[src/hdl/mtr_pkg.sv]
// Shared package for the Morton position-to-rank lookup.
// Holds field widths, status and mode codes, register indexes and the token flag type.
// No dependencies.
`default_nettype none

package mtr_pkg;

  localparam int MTR_MAX_RANKS_DEF  = 64;
  localparam int MTR_COORD_BITS_DEF = 10;

  localparam int VAL_W    = 30;
  localparam int POS_W    = 32;
  localparam int SLOT_W   = 7;
  localparam int OWNER_W  = 6;
  localparam int STATUS_W = 2;
  localparam int CFG_IDX_W = 3;
  localparam int CFG_DAT_W = 32;
  localparam int NR_W     = 7;

  localparam logic [STATUS_W-1:0] STATUS_OK     = 2'd0;
  localparam logic [STATUS_W-1:0] STATUS_BELOW  = 2'd1;
  localparam logic [STATUS_W-1:0] STATUS_BEYOND = 2'd2;
  localparam logic [STATUS_W-1:0] STATUS_UNUSED = 2'd3;

  localparam logic MODE_LOAD  = 1'b0;
  localparam logic MODE_QUERY = 1'b1;

  localparam logic [CFG_IDX_W-1:0] CFG_INV_X     = 3'd0;
  localparam logic [CFG_IDX_W-1:0] CFG_INV_Y     = 3'd1;
  localparam logic [CFG_IDX_W-1:0] CFG_INV_Z     = 3'd2;
  localparam logic [CFG_IDX_W-1:0] CFG_NUM_RANKS = 3'd3;

  localparam logic [POS_W-1:0] INV_CELL_RESET  = 32'd65536;
  localparam logic [NR_W-1:0]  NUM_RANKS_RESET = 7'd1;

  // Control bits of a query word as it walks along the cell row.
  typedef struct packed {
    logic valid;
    logic found;
    logic beyond;
  } mtr_flags_t;

endpackage : mtr_pkg

`default_nettype wire

[src/hdl/mtr_scale.sv]
// Coordinate scaling front end: one shared 32x32 multiplier, saturation and bit interleave.
// Depends on mtr_pkg.
`default_nettype none

module mtr_scale #(
  parameter int COORD_BITS = 10
) (
  input  logic                            clk_i,
  input  logic                            rst_ni,
  input  logic                            start_i,
  input  logic [mtr_pkg::POS_W-1:0]       pos_x_i,
  input  logic [mtr_pkg::POS_W-1:0]       pos_y_i,
  input  logic [mtr_pkg::POS_W-1:0]       pos_z_i,
  input  logic [mtr_pkg::POS_W-1:0]       inv_x_i,
  input  logic [mtr_pkg::POS_W-1:0]       inv_y_i,
  input  logic [mtr_pkg::POS_W-1:0]       inv_z_i,
  output logic                            busy_o,
  output logic                            launch_o,
  output logic [3*COORD_BITS-1:0]         morton_o
);
  import mtr_pkg::*;

  localparam logic [POS_W-1:0] CMAX = POS_W'((64'd1 << COORD_BITS) - 64'd1);

  typedef enum logic [2:0] {
    ST_IDLE   = 3'b001,
    ST_RUN    = 3'b010,
    ST_LAUNCH = 3'b100
  } scale_state_e;

  scale_state_e            state_q, state_d;
  logic [2:0]              step_q, step_d;
  logic [POS_W-1:0]        pos_q [3];
  logic [2*POS_W-1:0]      prod_q;
  logic [COORD_BITS-1:0]   coord_q [3];
  logic [1:0]              axis;
  logic [POS_W-1:0]        mul_a, mul_b, cell_int;
  logic [COORD_BITS-1:0]   cell_sat;

  assign axis = step_q[2:1];

  always_comb begin
    case (axis)
      2'd0: begin
        mul_a = pos_q[0];
        mul_b = inv_x_i;
      end
      2'd1: begin
        mul_a = pos_q[1];
        mul_b = inv_y_i;
      end
      2'd2: begin
        mul_a = pos_q[2];
        mul_b = inv_z_i;
      end
      default: begin
        mul_a = '0;
        mul_b = '0;
      end
    endcase
  end

  assign cell_int = prod_q[2*POS_W-1:POS_W];
  assign cell_sat = (cell_int > CMAX) ? CMAX[COORD_BITS-1:0] : cell_int[COORD_BITS-1:0];

  always_comb begin
    state_d = state_q;
    step_d  = step_q;
    unique case (state_q)
      ST_IDLE: begin
        if (start_i) begin
          state_d = ST_RUN;
          step_d  = 3'd0;
        end
      end
      ST_RUN: begin
        if (step_q == 3'd5) begin
          state_d = ST_LAUNCH;
        end else begin
          step_d = step_q + 3'd1;
        end
      end
      ST_LAUNCH: begin
        state_d = ST_IDLE;
      end
      default: begin
        state_d = ST_IDLE;
      end
    endcase
  end

  always_ff @(posedge clk_i or negedge rst_ni) begin
    if (!rst_ni) begin
      state_q <= ST_IDLE;
      step_q  <= 3'd0;
    end else begin
      state_q <= state_d;
      step_q  <= step_d;
    end
  end

  // Even steps multiply one axis, odd steps saturate that product.
  always_ff @(posedge clk_i) begin
    if (state_q == ST_IDLE && start_i) begin
      pos_q[0] <= pos_x_i;
      pos_q[1] <= pos_y_i;
      pos_q[2] <= pos_z_i;
    end
    if (state_q == ST_RUN) begin
      if (!step_q[0]) begin
        prod_q <= mul_a * mul_b;
      end else if (axis != 2'd3) begin
        coord_q[axis] <= cell_sat;
      end
    end
  end

  always_comb begin
    morton_o = '0;
    for (int b = 0; b < COORD_BITS; b++) begin
      morton_o[3*b]   = coord_q[0][b];
      morton_o[3*b+1] = coord_q[1][b];
      morton_o[3*b+2] = coord_q[2][b];
    end
  end

  assign busy_o   = (state_q != ST_IDLE);
  assign launch_o = (state_q == ST_LAUNCH);

endmodule : mtr_scale

`default_nettype wire

[config.mk]
export PLATFORM = sky130hd
export DESIGN_NAME = mtr_scale
export DESIGN_NICKNAME = d
export VERILOG_FILES = /design/src/hdl/mtr_pkg.sv /design/src/hdl/mtr_scale.sv
export SDC_FILE = /design/constraint.sdc
export NUM_CORES = 2
export LEC_CHECK = 0
export ABC_AREA = 1
export BUFFER_PORTS_ARGS = -buffer_cell sky130_fd_sc_hd__buf_2
export CAP_MARGIN = 20
export CORE_MARGIN = 1.5
export CORE_UTILIZATION = 45
export CTS_CLUSTER_SIZE = 10
export DETAILED_ROUTE_END_ITERATION = 8
export HOLD_SLACK_MARGIN = 0.02
export SYNTH_ARGS = -nofsm -noshare
export SYNTH_HDL_FRONTEND = slang
export SYNTH_SLANG_ARGS = --single-unit
[constraint.sdc]
create_clock -name clk_i -period 8.8 [get_ports clk_i]
set_input_delay 1.32 -clock clk_i [delete_from_list [all_inputs] [get_ports clk_i]]
set_output_delay 1.32 -clock clk_i [all_outputs]
set_load 0.02 [all_outputs]
# Word level (Yosys, flattened, before mapping)
# Memory sizes are Yosys's and may differ from the RTL's.
# Cells that the tools add are included.
# totals
reg_bits,70
ram_bits,126
input_bits,195
out_inout_bits,32
elab_cells,41
n_memories,2
# op_classes
n_addsub,1
mul,1
n_lt_le_gt_ge,1
n_eq_ne,11
muxes,15
bitwise,1
n_reduce_logical,6
# memory_table
name,depth,width,rd,rd_ports_with_merged_regs,wr,line_no,rtl
pos_q,3,32,3,0,3,mtr_scale.sv:33,logic [POS_W-1:0] pos_q [3];
coord_q,3,10,3,0,1,mtr_scale.sv:35,logic [COORD_BITS-1:0] coord_q [3];
# ops
op,n
case mux 32 bit (3 select lines),2
multiplier 32 x 32 -> 64 bit,1
"> comparator 32 x 10 -> 1 bit, second input constant",1
2-to-1 mux 3 bit,4
case mux 3 bit (2 select lines),2
2-to-1 mux 10 bit,1
"inequality test 2 bit, second input constant",4
"equality test 3 bit, second input constant",2
2-to-1 mux 1 bit,6
AND reduction 2 bit,2
"adder 3 x 1 -> 3 bit, second input constant",1
"equality test 3 x 1 -> 1 bit, second input constant",1
"equality test 3 x 2 -> 1 bit, second input constant",1
"inequality test 3 x 1 -> 1 bit, second input constant",1
AND reduction 3 bit,1
"equality test 2 x 1 -> 1 bit, second input constant",1
"equality test 2 bit, second input constant",1
logical NOT 2 bit,1
nonzero test 2 bit,1
logical AND 1 bit,1
inverter 1 bit,1

# Longest topological paths before layout
# depth
ltp_word,5
mapped_depth,37
ltp_nobuf,34

# Worst setup path before layout
# OpenSTA, ideal clock, no wires.
# synth_path
kind,input to register
from,input inv_z_i[14] (netlist bit)
to,register prod_q[48] (data pin)
setup_time_ns,0.252
arrival_ns,7.456
required_ns,8.548
slack_ns,1.091
stages,28
n_path_buf,1
cell_sequence,nand3_1 > a21oi_1 > clkbuf_1 > nand2_1 > fa_1 > inv_1 > fa_1 > inv_1 > fa_1 > inv_1 > fa_1 > fa_1 > fa_1 > fa_1 > inv_1 > fa_1 > inv_1 > ha_1 > nand2_1 > nand2_1 > a31oi_1 > o21ai_0 > a21oi_1 > nor2_1 > a211oi_1 > nand2_1 > nand2_1 > nand2_1
# synth_between
elab_chain_len,2
# synth_lines
element,line_no,rtl
start: declaration,mtr_scale.sv:16,"input logic [mtr_pkg::POS_W-1:0] inv_z_i,"
case mux 32 bit (3 select lines),mtr_scale.sv:43,case (axis)
multiplier 32 x 32 -> 64 bit,mtr_scale.sv:111,prod_q <= mul_a * mul_b;
end signal: assignment,mtr_scale.sv:111,
end: declaration,mtr_scale.sv:34,logic [2*POS_W-1:0] prod_q;
# Every way passes these cells.
# A chain may end at the register's enable or synchronous reset.

# Worst setup path after layout
# layout_path
from,register step_q[1]
to,register prod_q[34] (data pin)
# layout_between
elab_chain_len,3
elab_cells_between_ends,6
cone_classes,mul (1); eq/ne (2); mux (2); reduce/logical (1)
# layout_lines
element,line_no,rtl
start: declaration,mtr_scale.sv:32,"logic [2:0] step_q, step_d;"
start signal: assignment,mtr_scale.sv:98,step_q <= step_d;
equality test 2 bit (tied with other cells),mtr_scale.sv:43,
case mux 32 bit (3 select lines),mtr_scale.sv:43,
multiplier 32 x 32 -> 64 bit (*),mtr_scale.sv:111,
# Every way passes the cells marked *; elsewhere a longest branch is shown, timed or not.

==> results by group <==
Drt
  – Antenna-violating nets left: 0
  – Initial drt markers: ~2400
  – DRC: 0
  – Routed wire length per instance: approximately 18 µm
  – DR vias/cell: about 5.0
  – Drt pass-1 iters: 7
  – Vias: around 32000
  – Post-Route WL: roughly 120000 µm

Min path
  – Min-Delay Path Class: reg2reg
  – HP Start: prod_q[33]

Floorplanning
  – Die Wd: just over 300 µm
  – Row Count: roughly 110
  – Initial Utilization: 45.3%
  – IO Pins: around 230
  – Die ar.: approximately 94000 µm²
  – Core ar.: roughly 91000 µm²
  – DIE HEIGHT: about 300 µm

Worst setup path
  – Worst EP required: 8.95 ns
  – Slowest CP cell: fa_1
  – Crit-path most repeated cell: fa_1
  – Critical Path Start Type: flip-flop
  – R2R Path Start: step_q[1]
  – Worst Setup SP: step_q[1]
  – Setup crit end kind: flip-flop
  – CP Data Arrival Time: between 8 and 9 ns
  – Critical path peak fanout: 32
  – Critical path class: reg2reg
  – Max incr delay on CP: 0.63 ns

Yosys
  – Synth area leader: fa_1
  – Mapped Area: slightly above 40000 µm²
  – Post-synth top area share: between 40% and 50%
  – Synth cell types: 44
  – Synth Instances: about 5000
  – Syn avg cell area: 8.06 µm²
  – Asr flop ratio synth: about 3.7%
  – Most frequent cells after synthesis: inv_1, nand2_1, fa_1
  – Syn Nets: between 6000 and 7000
  – Synth top area cells: fa_1, inv_1, nand2_1
  – Post-synth EDFFs: ~160
  – Top-count cell post-synth: inv_1
  – Sequential area share after synthesis: between 10% and 20%
  – Yosys warning count: 0
  – Top_reg_cell synth: edfxtp_1
  – Synth Register Bits: 164

Layout
  – Area grow syn2layout: 9.19%
  – Design Area, Final: between 40000 and 50000 µm²
  – Final net count: 6631
  – Layout cells sized above 1: under 10%
  – Post-Layout Cell Count: 6487

CTS
  – Htree depth: 4
  – Clock sinks: between 150 and 200
  – CTS clk-pin slew, worst paths: ~0.070 ns
  – Max clock buf depth: 2
  – CTS tree: yes
  – Cts hold-fix bufs: 0
  – Cts bufs inserted: 17
  – Post-CTS setup buffer count: 0
  – Clk root buf: clkbuf_16
  – Clock Latency Late Sink: approximately 0.48 ns

GRT
  – GRT overflow: 0
  – Largest net degree at the start of global routing: 64
  – Vias in the first global route: approximately 35000
  – Total track usage: a little over a quarter
  – Initial antenna violation count: 10
  – First-pass GRT wire length: around 190000 µm

Timing
  – Final Hold Vio Count: 0
  – Final setup fails: 0
  – Worst Skew: around 0.025 ns
  – Tmin final: ~8.4 ns
  – Unrepaired setup endpoints after global routing: no
  – Slew Viols, Final: 0
  – Relative slew slack: 40.0%
  – Fin crit share: about 96%
  – Setup TNS Final: 0 ns
  – PnR worst setup slack: around 0.36 ns
  – FMAX: approximately 120 MHz
  – Worst-Margin Slew: approximately 0.90 ns

Outcome
  – Status: finished, final reports clean

Placed design
  – Pre-CTS setup slack: approximately 0.33 ns
  – Gp weighted congestion: approximately 0.97
  – Inst Count DP: between 6000 and 7000
  – Post-detail-place hpwl: roughly 99000 µm
  – Post-DP Area: approximately 45000 µm²
  – I/O Buffers: roughly 230

Flow run
  – Max Cap Viol: 0
-- cell usage in the layout (no fill, tap or decap), types with 5 or more instances in the layout --
cell type	n
a21boi_0	10
a21o_1	16
a21oi_1	80
a31oi_1	8
buf_12	39
buf_2	226
buf_4	90
clkbuf_16	17
diode_2	9
edfxtp_1	158
fa_1	895
ha_1	262
inv_1	1618
inv_6	6
nand2_1	1324
nand3_1	223
nor2_1	137
nor3_1	25
nor4_1	7
o21ai_0	56
o21ai_1	5
o21bai_1	13
xor2_1	16
-- sequential cells by signal (all words and copies together) (netlist names) --
name and cells:
state_q 3, step_q 3, coord_q 30, prod_q 32, pos_q 96
-- per-layer routing --
metal / global-route usage, % / vias up / part of all wire, %
met2: 45.0 / 986 / 48
li1: - / 14825 / -
met4: 5.46 / 2 / 1.8
met3: 3.42 / 139 / 6.4
met5: 0 / - / 0.011
met1: 37.3 / 16452 / 44
-- what timing repair did --
| item | in CTS | in global routing |
|---|---|---|
| hold endpoints to repair | 0 | 0 |
| gates resized for setup | 0 | 4 |
| setup endpoints to repair | 0 | 7 |
-- critical path: cells and delay by family (launching register included) --
family | cells | cell delay, ns
compound gates | 3 | 0.89
fa+ha+maj | 9 | 4.46
buf+inv | 8 | 1.37
flops | 1 | 0.47
simple gates | 8 | 0.88
-- final cells by class --
| cell class | instances | area (µm²) |
|---|---|---|
| inverters | 1623 | 6090 |
| diodes | 9 | 22.5 |
| well taps | 1186 | 1480 |
| flip-flops and latches | 164 | 4900 |
| clock buffers | 18 | 429 |
| multi-input cells | 3118 | 29500 |
| fillers | 8953 | 46200 |
| repair buffers | 355 | 2590 |
| clock inverters | 14 | 153 |
-- cells by family after synthesis --
group,after synthesis,share of synthesized area [%]
AO/OA/AOI/OAI,208,2.92
XOR/XNOR,20,0.423
multiplexers,1,0.0272
buffers and inverters,1849,16.9
AND/OR/NAND/NOR,1732,16.6
flip-flops,164,11.8
adder cells (fa/ha/maj),1157,51.2
-- metrics by stage --
step	hold slack [ns]	utilization, %
detailed placement	0.562	48.7
global route	0.589	49.4
finish	0.556	49.4
global placement	0.539	48.7
CTS	0.562	49.4
floorplan	0.512	-
-- worst paths after layout --
path / end / slack (ns) / depth (start not counted)
setup / recovery: prod_q[34] / 0.36 / 28
hold reg to reg: coord_q[0][1] / 0.56 / 2
max in group asynchronous: state_q[0] / 7.92 / 1
setup reg to reg: prod_q[34] / 0.36 / 28
hold / removal: coord_q[0][1] / 0.56 / 2
min in group asynchronous: step_q[2] / 0.65 / 1
Power is not shown: default switching activity piles up to over one toggle a cycle in this logic, so the estimate is an artifact.
