`config.mk`:
```
export PLATFORM = sky130hd
export DESIGN_NAME = mtr_cell
export DESIGN_NICKNAME = d
export VERILOG_FILES = /design/src/hdl/mtr_pkg.sv /design/src/hdl/mtr_cell.sv
export SDC_FILE = /design/constraint.sdc
export NUM_CORES = 1
export LEC_CHECK = 0
export ABC_AREA = 1
export BUFFER_PORTS_ARGS = -buffer_cell sky130_fd_sc_hd__buf_2
export CAP_MARGIN = 40
export CORE_MARGIN = 3
export CORE_UTILIZATION = 48
export DETAILED_ROUTE_END_ITERATION = 12
export PLACE_DENSITY_LB_ADDON = 0.2
export SYNTH_ARGS = -nofsm -noshare
export SYNTH_HDL_FRONTEND = slang
export SYNTH_SLANG_ARGS = --single-unit
```
`constraint.sdc`:
```
create_clock -name clk_i -period 1.9 [get_ports clk_i]
set_input_delay 0.19 -clock clk_i [delete_from_list [all_inputs] [get_ports clk_i]]
set_output_delay 0.19 -clock clk_i [all_outputs]
set_load 0.005 [all_outputs]
```
`src/hdl/mtr_pkg.sv`:
```
// Shared package for the Morton position-to-rank lookup.
// Holds field widths, status and mode codes, register indexes and the token flag type.
// No dependencies.
`default_nettype none

package mtr_pkg;

  localparam int MTR_MAX_RANKS_DEF  = 64;
  localparam int MTR_COORD_BITS_DEF = 10;

  localparam int VAL_W    = 30;
  localparam int POS_W    = 32;
  localparam int SLOT_W   = 7;
  localparam int OWNER_W  = 6;
  localparam int STATUS_W = 2;
  localparam int CFG_IDX_W = 3;
  localparam int CFG_DAT_W = 32;
  localparam int NR_W     = 7;

  localparam logic [STATUS_W-1:0] STATUS_OK     = 2'd0;
  localparam logic [STATUS_W-1:0] STATUS_BELOW  = 2'd1;
  localparam logic [STATUS_W-1:0] STATUS_BEYOND = 2'd2;
  localparam logic [STATUS_W-1:0] STATUS_UNUSED = 2'd3;

  localparam logic MODE_LOAD  = 1'b0;
  localparam logic MODE_QUERY = 1'b1;

  localparam logic [CFG_IDX_W-1:0] CFG_INV_X     = 3'd0;
  localparam logic [CFG_IDX_W-1:0] CFG_INV_Y     = 3'd1;
  localparam logic [CFG_IDX_W-1:0] CFG_INV_Z     = 3'd2;
  localparam logic [CFG_IDX_W-1:0] CFG_NUM_RANKS = 3'd3;

  localparam logic [POS_W-1:0] INV_CELL_RESET  = 32'd65536;
  localparam logic [NR_W-1:0]  NUM_RANKS_RESET = 7'd1;

  // Control bits of a query word as it walks along the cell row.
  typedef struct packed {
    logic valid;
    logic found;
    logic beyond;
  } mtr_flags_t;

endpackage : mtr_pkg

`default_nettype wire

```
`src/hdl/mtr_cell.sv`:
```
// One cell of the lookup row: holds one table entry and updates the passing query word.
// Depends on mtr_pkg.
`default_nettype none

module mtr_cell #(
  parameter int IDX = 0,
  parameter int MW  = 30,
  parameter int OW  = 6,
  parameter int NW  = 7
) (
  input  logic                         clk_i,
  input  logic                         rst_ni,
  input  logic                         en_i,
  input  logic                         wr_en_i,
  input  logic [mtr_pkg::SLOT_W-1:0]   wr_slot_i,
  input  logic [mtr_pkg::VAL_W-1:0]    wr_value_i,
  input  mtr_pkg::mtr_flags_t          flags_i,
  input  logic [MW-1:0]                m_i,
  input  logic [NW-1:0]                n_i,
  input  logic [OW-1:0]                owner_i,
  output mtr_pkg::mtr_flags_t          flags_o,
  output logic [MW-1:0]                m_o,
  output logic [NW-1:0]                n_o,
  output logic [OW-1:0]                owner_o
);
  import mtr_pkg::*;

  localparam int CW = (MW > VAL_W) ? MW : VAL_W;

  logic [VAL_W-1:0] entry_q;
  mtr_flags_t       flags_q, flags_d;
  logic [MW-1:0]    m_q;
  logic [NW-1:0]    n_q;
  logic [OW-1:0]    owner_q, owner_d;
  logic             not_above;

  assign not_above = CW'(entry_q) <= CW'(m_i);

  always_comb begin
    flags_d = flags_i;
    owner_d = owner_i;
    if (n_i > NW'(IDX) && not_above) begin
      flags_d.found = 1'b1;
      owner_d       = OW'(IDX);
    end
    if (n_i == NW'(IDX)) begin
      flags_d.beyond = not_above;
    end
  end

  always_ff @(posedge clk_i) begin
    if (wr_en_i && (32'(wr_slot_i) == IDX)) begin
      entry_q <= wr_value_i;
    end
    if (en_i) begin
      m_q     <= m_i;
      n_q     <= n_i;
      owner_q <= owner_d;
    end
  end

  always_ff @(posedge clk_i or negedge rst_ni) begin
    if (!rst_ni) begin
      flags_q <= '0;
    end else if (en_i) begin
      flags_q <= flags_d;
    end
  end

  assign flags_o = flags_q;
  assign m_o     = m_q;
  assign n_o     = n_q;
  assign owner_o = owner_q;

endmodule : mtr_cell

`default_nettype wire

```
Word-level counts from Yosys, hierarchy flattened
Index checks and enable logic that the tools add are counted.

word-level totals
  register bits = 76
  output and inout bits = 46
  logic and storage cells = 15

cells by class
  $lt $le $gt $ge = 2
  multiplexer cells = 2
  reduce and logical (&&, ||, !) cells = 4

operator list
  kind                                                                  number
  30-bit less-or-equal comparator                                       1
  7-bit zero test                                                       2
  7-bit by 1-bit > comparator with 1-bit output, second input constant  1
  1-bit logical AND                                                     2
  1-bit two-way mux                                                     2

Logic depth before layout (Yosys ltp)
Gate-level depths: netlist of the first run.

  word-level depth = 3
  mapped depth = 15

Worst setup path after synthesis of the first run
No wires, ideal clock.

  kind = reg-to-reg
  start = register entry_q[29]
  end = register owner_q[0], in the netlist owner_o[0], data pin
  setup time = 251 ps
  arrival = 1384 ps
  data required time = 1649 ps
  setup slack = 265 ps
  cell stages (with the launch flop) = 11
  path buffers = 0
  clock period less this slack = 1635 ps
  cell sequence = edfxtp_1 ha_1 nand2_1 nor2_2 nand4_1 nor2_1 nand3_1 nand2_2 nand2_4 inv_4 nor2_2

on the way
  word-level cells in the longest chain between the ends = 2

RTL lines
  what                             line            text
  start: declaration               mtr_cell.sv:30  logic [VAL_W-1:0] entry_q;
  start signal: assignment         mtr_cell.sv:53  entry_q <= wr_value_i;
  30-bit less-or-equal comparator  mtr_cell.sv:37  assign not_above = CW'(entry_q) <= CW'(m_i);
  1-bit logical AND                mtr_cell.sv:42  if (n_i > NW'(IDX) && not_above) begin
  end signal: assignment           mtr_cell.sv:58  owner_q <= owner_d;
  end: declaration                 mtr_cell.sv:34  logic [OW-1:0] owner_q, owner_d;

No other way between the ends.
A chain may end at the register's enable or synchronous reset.

Final worst setup path of the first run
  start = register entry_q[27]
  end = register owner_q[3], in the netlist owner_o[3], data pin

Same word-level chain as after synthesis.

==> results of run 1 <==
## state kept, by name, indices dropped and copies added (netlist names)
name,cells
owner_o,6
m_o,30
entry_q,30
n_o,7
flags_o,3
## cells by family after synthesis
kind of cell,after synthesis,synth area share (%)
and+or+nand+nor,81,11.1
DFF,76,69.1
adders and majority gates,30,11.4
AOI/OAI and AO/OA,14,2.29
buffers and inverters,53,6.14
## cells in the final DEF (no fill, tap or decap), drive strengths merged
cell           n
dfrtp          3
o21ai          1
and2           1
clkinv         1
nor3           2
clkbuf        14
dlygate4sd3    4
a21o           2
a21oi         11
nand4          1
edfxtp        73
nand2         52
nor2          18
and3           2
ha            30
nand3          3
nor4           2
inv           53
buf          136
bufinv         1
## cells in the mapped netlist
master,n,area (µm²)
a21o_1,2,15.0
inv_1,52,195
o21ai_1,1,5.00
nand2_1,50,188
nor2_4,1,11.3
inv_4,1,6.26
nor2_2,8,50.1
edfxtp_1,73,2190
nand3_1,3,15.0
and2_1,1,6.26
ha_1,30,375
nor2_1,9,33.8
nor3_1,2,10.0
and3_1,2,12.5
a21oi_1,11,55.1
dfrtp_1,3,75.1
nand2_4,1,11.3
nor4_1,2,12.5
nand2_2,1,6.26
nand4_1,1,6.26
## metal layers
layer / track usage (%) / vias to the layer above / wire length (µm)
met2: 28.0 / 94 / 3170
met5: 0 / - / 0
met4: 9.48 / 0 / 108
li1: - / 1148 / -
met3: 4.93 / 10 / 487
met1: 20.4 / 1032 / 2550
## cell type report
type	count	share of cell area, %
repair buffers	140	17.0
flip-flops and latches	76	50.9
well taps	77	2.16
clock inverters	2	0.787
inverters	53	4.64
clock buffers	14	3.65
multi-input cells	125	20.8
## metrics by stage
step / TNS [ns] / cell area, µm² / power [W]
after CTS: 0 / 4300 / 0.00353
after global routing: -0.0391 / 4450 / 0.00369
after floorplan: 0 / 3280 / 0.00209
after detailed placement: 0 / 4090 / 0.00231
final: 0 / 4450 / 0.00352
after global placement: 0 / 4090 / 0.00230
## report_power, final
group          total (W)  switching (W)  leakage [nW]  internal, W
combinational   0.000354       0.000174          1.30     0.000180
clock            0.00122       0.000543         0.101     0.000679
sequential       0.00194      0.0000194         0.728      0.00192
total            0.00352       0.000736          2.13      0.00278
## path summary, 6_finish.rpt
kind                                     from    endpoint  depth (start not counted)
worst max-delay path              entry_q[27]  owner_o[3]                         11
worst max register to register    entry_q[27]  owner_o[3]                         11
worst min-delay path            wr_value_i[4]  entry_q[4]                          1
max in group asynchronous              rst_ni  flags_o[2]                          2
worst min register to register     flags_o[2]  flags_o[2]                          2
min in group asynchronous              rst_ni  flags_o[1]                          2
## repair_timing
item,4_1_cts,5_1_grt
endpoints found under the hold margin,3,3
hold buffers,1,3
endpoints found under the setup margin,0,8
gates resized for setup,0,19
==> flow_summary.toml, run 1 <==
[grt]
grt-ovfl-total = 0
grt_pass1_vias = 2266
antenna_found_initial = 0
grtUsageTotal_pct = 17.2
grt_max_degree = 31
grt_first_pass_wirelength_um = 9940

[timing]
drv_slew = 0
setup_ws_ns = 0.110
min_period_ns = 1.79
holdWs_ns = 0.0211
final.setup_skew_ns = 0.00798
finalCritPeriodShare_pct = 94.2
tightest_slew_ns = 0.462
maxSlewHeadroom_pct = 69.2
rsz0062_at_grt = "yes"
setup_viol = 0
hold_viol_final = 0
fmax_mhz = 559

[detailed_routing]
wl_per_cell_um = 13.0
drc = 0
ant_nets = 0
via_per_inst = 4.69
drt-pass1-iter-count = 4
via_count = 2284
finalWirelength_um = 6320
drt_iter0_drc = 58

[critical_path]
cp-end-kind = "register"
arrival_ns = 1.89
path_delay_family = "simple AND/OR/NAND/NOR gates"
crit_buf_inv = 1
crit_slowest_cell = "edfxtp_1"
critPathMaxStageDelay_ns = 0.42
cp_cell_sequence = "ha_4 > a21oi_2 > nor2_1 > nor2_1 > nand2_1 > a21oi_2 > nand2_1 > nand2_2 > nand2_4 > inv_8 > nor2_2"
cp.required_ns = 2.00
ff2ff_setup_slack_ns = 0.11
cp-start-kind = "register"
worstPathMaxFanout = 6
setup.worst_path.class = "reg -> reg"

[floorplanning]
rows = 29
core_um2 = 6490
boundaryPins = 133
die_area_um2 = 7870
start_util_pct = 50.5
die_h_um = 88.7
die_x_um = 88.7

[placed_design]
port_buffers = 132
gp_congestion = 0.765
dp.cells = 467
dp_hpwl_um = 4870
post-place-ws_ns = 0.0137

[yosys]
syn_avg_cell_area_um2 = 12.9
ys_ff_latch = 76
synth_nets = 371
ys_seq_area_share_pct = 69.1
ys_types = 20
yosys_warnings = 0
syn_area_um2 = 3280
synth_cells = 254

[pwr]
power_density_nw_per_um2 = 790
ir_drop_mv = 0.492
p_leak_nw = 2.13

[final_layout]
area_delta_synth_final_pct = 35.6
fin_cells = 487
final_nets = 522
fill_cells = 479
num_antenna_cells = 0
regArea_um2 = 2270
multi_input_area_um2 = 927
final_util_pct = 68.5
layout-drive-gt1-share_pct = 42.7

[clocking]
post_cts_buffers = 0
cts_buffer_depth = 2
clk_latency_ns = 0.34
root_buffer = "clkbuf_8"
cts.sinks = 76
cts_tree = "done"
numCtsBuffers = 9
ctsHtreeMaxLevel = 3
cts.clk_slew.worst_paths_ns = 0.08

[run]
maxCapViolCount = 0

[run_status]
status = "finished clean"

[hold_path]
hold_path_class = "in -> reg"
No activity file was read; power rests on OpenSTA's default activity.
==> inputs of run 2 (changes only) <==
--- a/config.mk
+++ b/config.mk
@@ -12,6 +12,7 @@
 export CORE_UTILIZATION = 48
 export DETAILED_ROUTE_END_ITERATION = 12
 export PLACE_DENSITY_LB_ADDON = 0.2
+export SETUP_SLACK_MARGIN = 0.5
 export SYNTH_ARGS = -nofsm -noshare
 export SYNTH_HDL_FRONTEND = slang
 export SYNTH_SLANG_ARGS = --single-unit
==> run 2 against run 1 <==
Against the previous run:
- combinational power is 5.9% higher
- routed wire length is 5.5% higher
- via count is 0.22% lower
- final cell count is 0.62% lower
- non-clock buffer count is 3 lower
- largest cell class unchanged
- global-route usage is 0.32 points lower
- setup slack better by 0.0075 ns
- clock skew hardly changed
- design area is 2.0% higher
- sequential power hardly changed
- worst hold slack better by 0.0048 ns
==> flow_summary.toml, run 2 (synthesized netlist as in run 1, its figures left out) <==
[run_status]
status = "finished clean"

[pwr]
p_clk_share_pct = 32.9
p_int_w = 0.00271
p_leak_nw = 2.11
p_switching_w = 0.000738
swShare_pct = 21.4
ir_drop_mv = 0.418
power_density_nw_per_um2 = 760
power_frac_seq_pct = 56.3
combinationalPowerShare_pct = 10.9

[timing]
finalSetupTns_ns = 0
tightest_slew_ns = 0.317
rsz0062_at_grt = "yes"
holdWs_ns = 0.0259
hold_viol_final = 0
drv_slew = 0
maxSlewHeadroom_pct = 78.9
fmax_mhz = 561
setup_viol = 0
final.setup_skew_ns = 0.00793
min_period_ns = 1.78
finalCritPeriodShare_pct = 93.8

[detailed_routing]
via_count = 2279
wl_per_cell_um = 13.8
drt-pass1-iter-count = 4
finalWirelength_um = 6660
drt_iter0_drc = 68
drc = 0
via_per_inst = 4.71
ant_nets = 0

[final_layout]
fill_cells = 468
final_nets = 519
multi_input_area_um2 = 1080
final_cell_mix = "buf_2 (132), edfxtp_1 (73), inv_1 (51)"
num_antenna_cells = 0
regArea_um2 = 2270
layout-drive-gt1-share_pct = 47.2
area_delta_synth_final_pct = 38.3
final_common_cell = "buf_2"

[floorplanning]
rows = 29
die_x_um = 88.7
boundaryPins = 133
core_um2 = 6490
start_util_pct = 50.5
die_h_um = 88.7
die_area_um2 = 7870

[critical_path]
critPathMaxStageDelay_ns = 0.37
crit_buf_inv = 1
path_delay_family = "simple AND/OR/NAND/NOR gates"
crit_slowest_cell = "edfxtp_1"
cp.required_ns = 1.99
worstPathMaxFanout = 6
cp-end-kind = "register"
worstReg2RegStart = "entry_q[21]"
setup.worst_path.class = "reg -> reg"
cp_cell_sequence = "ha_1 > a21o_1 > nor2_2 > nand2_1 > a21oi_2 > nand2_1 > nand2_2 > nand2_4 > inv_8 > nor2_2"
cp-start-kind = "register"
arrival_ns = 1.88
cp-startpoint = "entry_q[21]"

[run]
maxCapViolCount = 0

[placed_design]
dp_hpwl_um = 4850
port_buffers = 132
gp_congestion = 0.737

[clocking]
clk_latency_ns = 0.34
cts.clk_slew.worst_paths_ns = 0.08
numCtsBuffers = 9
cts.sinks = 76
cts_tree = "done"
root_buffer = "clkbuf_8"
cts_buffer_depth = 2
ctsHtreeMaxLevel = 3

[grt]
grtUsageTotal_pct = 16.8
grt_pass1_vias = 2157
antenna_found_initial = 0
grt_max_degree = 31
grt-ovfl-total = 0
grt_first_pass_wirelength_um = 9690

[hold_path]
hold_path_class = "in -> reg"
hold_path_startpoint = "wr_value_i[7]"
run 2: cell count changes in the layout (fill, tap and decap cells not counted), sizes merged:
cell         delta
clkinv          +1
clkbuf          -1
dlygate4sd3     -3
run 2: power by group through the flow:
stage	combinational, W	clock, W	sequential [W]
final	0.000375	0.00113	0.00194
after global routing	0.000423	0.00124	0.00195
after CTS	0.000338	0.00117	0.00194
after detailed placement	0.000326	0	0.00198
after global placement	0.000319	0	0.00197
after floorplan	0.0000984	0	0.00199
run 2: final cells by class:
cell class	instances	area share [%]
repair buffers	137	15.7
multi-input cells	125	23.7
inverters	53	4.55
flip-flops and latches	76	50.0
clock buffers	13	3.06
clock inverters	3	0.882
well taps	77	2.12
run 2: per-stage QoR:
step                      total power [W]  setup slack, ns  instance area [µm²]  utilization, %  instances
after floorplan                   0.00209            0.285                 3290               -        254
after global placement            0.00229           0.0981                 4080            62.8        466
after detailed placement          0.00231           0.0742                 4080            62.8        466
after CTS                         0.00345            0.113                 4310            66.3        484
after global routing              0.00361          0.00238                 4540            69.9        484
final                             0.00345            0.117                 4540            69.9        484
run 2: timing repair:
action,4_1_cts,5_1_grt
setup endpoints to repair,8,8
pin swaps,5,18
setup buffers,1,0
gates resized for setup,7,33
hold endpoints to repair,3,0
hold buffers,1,0
run 2: path summary, 6_finish.rpt:
check,endpoint,slack (ns),cells past startpoint
worst max-delay path,owner_o[1],0.12,10
worst min-delay path,entry_q[7],0.03,1
worst min register to register,flags_o[0],0.51,2
worst max register to register,owner_o[1],0.12,10
max in group asynchronous,flags_o[0],1.58,2
min in group asynchronous,flags_o[1],0.21,2
run 2: per-layer routing:
layer,GRT usage [%],vias to the layer above,routed length [µm]
li1,-,1145,-
met1,18.6,1040,2530
met2,30.2,82,3530
met3,4.00,12,489
met4,8.24,0,123
met5,0,-,0
run 2: worst reg2reg max path, cell delays in order (launching register included):
cell	delay, ns
edfxtp_1	0.37
ha_1	0.30
a21o_1	0.18
nor2_2	0.10
nand2_1	0.08
a21oi_2	0.15
nand2_1	0.08
nand2_2	0.08
nand2_4	0.07
inv_8	0.08
nor2_2	0.04
==> inputs of run 3 (changes only) <==
--- a/config.mk
+++ b/config.mk
@@ -5,11 +5,11 @@
 export SDC_FILE = /design/constraint.sdc
 export NUM_CORES = 1
 export LEC_CHECK = 0
-export ABC_AREA = 1
 export BUFFER_PORTS_ARGS = -buffer_cell sky130_fd_sc_hd__buf_2
 export CAP_MARGIN = 40
 export CORE_MARGIN = 3
 export CORE_UTILIZATION = 48
+export CTS_BUF_LIST = sky130_fd_sc_hd__clkbuf_8 sky130_fd_sc_hd__clkbuf_16
 export DETAILED_ROUTE_END_ITERATION = 12
 export PLACE_DENSITY_LB_ADDON = 0.2
 export SETUP_SLACK_MARGIN = 0.5
==> run 3 against run 2 <==
Against the previous run:
- the run now ends with setup timing left
- non-clock buffer count increased by 10
- largest cell class unchanged
- combinational power shrank 9.6%
- routed wire length decreased by 2.3%
- first-iteration DRC count down 13%
- highest routed layer unchanged
- via count fell by 4.3%
- clock skew barely moved
- power fell by 6.0%
- sequential power about the same
- final cell count decreased by 9.7%
- maximum frequency decreased by 19%
- count of clock-buffer cells in the layout down 4
- critical path depth down 2
==> flow_summary.toml, run 3 <==
[timing]
fmax_mhz = 455
finalCritPeriodShare_pct = 116
final.setup_skew_ns = 0.00764
min_period_ns = 2.20
maxSlewHeadroom_pct = 60.7
hold_viol_final = 0
setup_ws_ns = -0.299
setup_viol = 8
rsz0062_at_grt = "yes"
tightest_slew_ns = 0.589
finalSetupTns_ns = -2.13
drv_slew = 0

[yosys]
ys.flop_type = "edfxtp_1"
synth_common_cells = "edfxtp_1 (73), inv_1 (32), ha_1 (30)"
synth_edf_count = 73
synth_cells = 200
yosys_warnings = 0
synth_nets = 317
synth_most_common_cell = "edfxtp_1"
syn_avg_cell_area_um2 = 15.9
ys_ff_latch = 76
syn_area_um2 = 3170
ys_seq_area_share_pct = 71.5
ys_types = 29
synth_top_cell_by_area = "edfxtp_1"
asyncSetResetFlopFracSynth_pct = 3.95
synth_top_area_share_pct = 69.1
synth.area.top_cells = "edfxtp_1 (69%), ha_1 (12%), inv_1 (3.8%)"

[clocking]
ctsHtreeMaxLevel = 3
cts.clk_slew.worst_paths_ns = 0.07
cts.sinks = 76
numCtsBuffers = 9
root_buffer = "clkbuf_8"
cts_buffer_depth = 2
clk_latency_ns = 0.33
cts_tree = "done"

[run_status]
failed_checks = "setup timing"
status = "finished with violations"

[pwr]
power_density_nw_per_um2 = 751
power_frac_seq_pct = 59.9
combinationalPowerShare_pct = 10.5
p_clk_share_pct = 29.7
p_leak_nw = 1.98
ir_drop_mv = 0.481
p_switching_w = 0.000697
swShare_pct = 21.5
p_int_w = 0.00255

[critical_path]
path_delay_family = "simple AND/OR/NAND/NOR gates"
critPathMaxStageDelay_ns = 0.54
arrival_ns = 2.29
cp-start-kind = "register"
worstPathMaxFanout = 7
crit_slowest_cell = "or4_4"
cp-end-kind = "register"
cp_cell_sequence = "ha_4 > nand4_1 > buf_4 > a211oi_2 > or4_4 > a211oi_4 > buf_6 > nor2b_1"
cp.required_ns = 1.99
crit_buf_inv = 2
setup.worst_path.class = "reg -> reg"

[floorplanning]
rows = 28
start_util_pct = 51.4
die_x_um = 87.3
die_area_um2 = 7620
core_um2 = 6170
boundaryPins = 133
die_h_um = 87.3

[final_layout]
fill_cells = 454
final_cell_mix = "buf_2 (132), edfxtp_1 (73), inv_1 (34)"
num_antenna_cells = 0
final_nets = 475
final_util_pct = 70.1
layout-drive-gt1-share_pct = 48.6
final_common_cell = "buf_2"
area_delta_synth_final_pct = 36.3

[detailed_routing]
drt_iter0_drc = 59
via_per_inst = 4.99
drc = 0
via_count = 2181
finalWirelength_um = 6510
wl_per_cell_um = 14.9
drt-pass1-iter-count = 4
ant_nets = 0

[grt]
antenna_found_initial = 0
grt_max_degree = 31
grt-ovfl-total = 0
grtUsageTotal_pct = 17.8
grt_pass1_vias = 2348
grt_first_pass_wirelength_um = 10200

[run]
maxCapViolCount = 0

[placed_design]
dp_hpwl_um = 5020
gp_congestion = 0.729
port_buffers = 132

[hold_path]
hold_path_class = "in -> reg"
==> run 3: changes by cell type after synthesis, sizes merged, moves of 2 or more <==
cell / delta
nand3: +2
inv: -21
nor2b: +7
a21o: +3
or4: +2
nor4: +2
a211oi: +2
nor2: -17
nor3: -2
and3: -2
nand2: -47
nand4: +6
==> run 3: repair_timing <==
item | 4_1_cts | 5_1_grt
hold buffers | 1 | 0
endpoints found under the setup margin | 8 | 8
gates resized for setup | 7 | 9
endpoints found under the hold margin | 3 | 0
buffers inserted | 2 | 2
pin swaps | 7 | 7
==> run 3: area by class of cell <==
cell class                 instances  area [µm²]  share of cell area (%)
multi-input combinational         92         888                    20.5
tap                               75        93.8                    2.17
clock inverter                     6        25.0                   0.579
inverter                          32         120                    2.78
timing repair buffer             147         805                    18.6
sequential                        76        2270                    52.4
clock buffer                       9         124                    2.87
==> run 3: final timing paths <==
| kind | from | endpoint | slack, ns | cells after the start |
|---|---|---|---|---|
| worst max register to register | entry_q[28] | owner_o[0] | -0.30 | 8 |
| worst min-delay path | wr_value_i[6] | entry_q[6] | 0.03 | 1 |
| min in group asynchronous | rst_ni | flags_o[2] | 0.18 | 2 |
| max in group asynchronous | rst_ni | flags_o[0] | 1.62 | 2 |
| worst max-delay path | entry_q[28] | owner_o[0] | -0.30 | 8 |
| worst min register to register | flags_o[2] | flags_o[2] | 0.51 | 1 |
==> run 3: kinds of logic (layout without fill, tap and decap cells) <==
kind of cell	after synthesis	after routing	share of synthesized area, %
fa+ha+maj	30	30	11.8
simple gates	33	33	6.35
compound gates	28	28	6.16
flops	76	76	71.5
mux	1	1	0.355
buf+inv	32	194	3.79
==> run 3: stage by stage <==
step / std cells / total power (W) / cell area (µm²) / setup WS [ns] / hold slack, ns
final: 437 / 0.00324 / 4320 / -0.299 / 0.0267
after global routing: 437 / 0.00341 / 4320 / -0.386 / 0.00258
after CTS: 435 / 0.00328 / 4240 / -0.337 / 0.00695
after detailed placement: 417 / 0.00230 / 4030 / -0.401 / -0.0111
after global placement: 417 / 0.00229 / 4030 / -0.284 / -0.0110
after floorplan: 200 / 0.00208 / 3170 / -0.202 / -0.106
==> run 3: power groups by stage <==
stage	Clock (W)	Sequential (W)	Combinational (W)
2_1_floorplan	0	0.00199	0.0000849
3_3_place_gp	0	0.00198	0.000314
3_5_place_dp	0	0.00198	0.000324
4_1_cts	0.000996	0.00194	0.000337
5_1_grt	0.00108	0.00195	0.000383
6_report	0.000963	0.00194	0.000339
==> run 3: per-layer routing <==
metal	up-vias	part of all wire [%]	global-route usage [%]
li1	1074	-	-
met1	1012	39	20.5
met2	89	51	30.9
met3	6	9.0	6.24
met4	0	0.97	5.44
met5	-	0	0
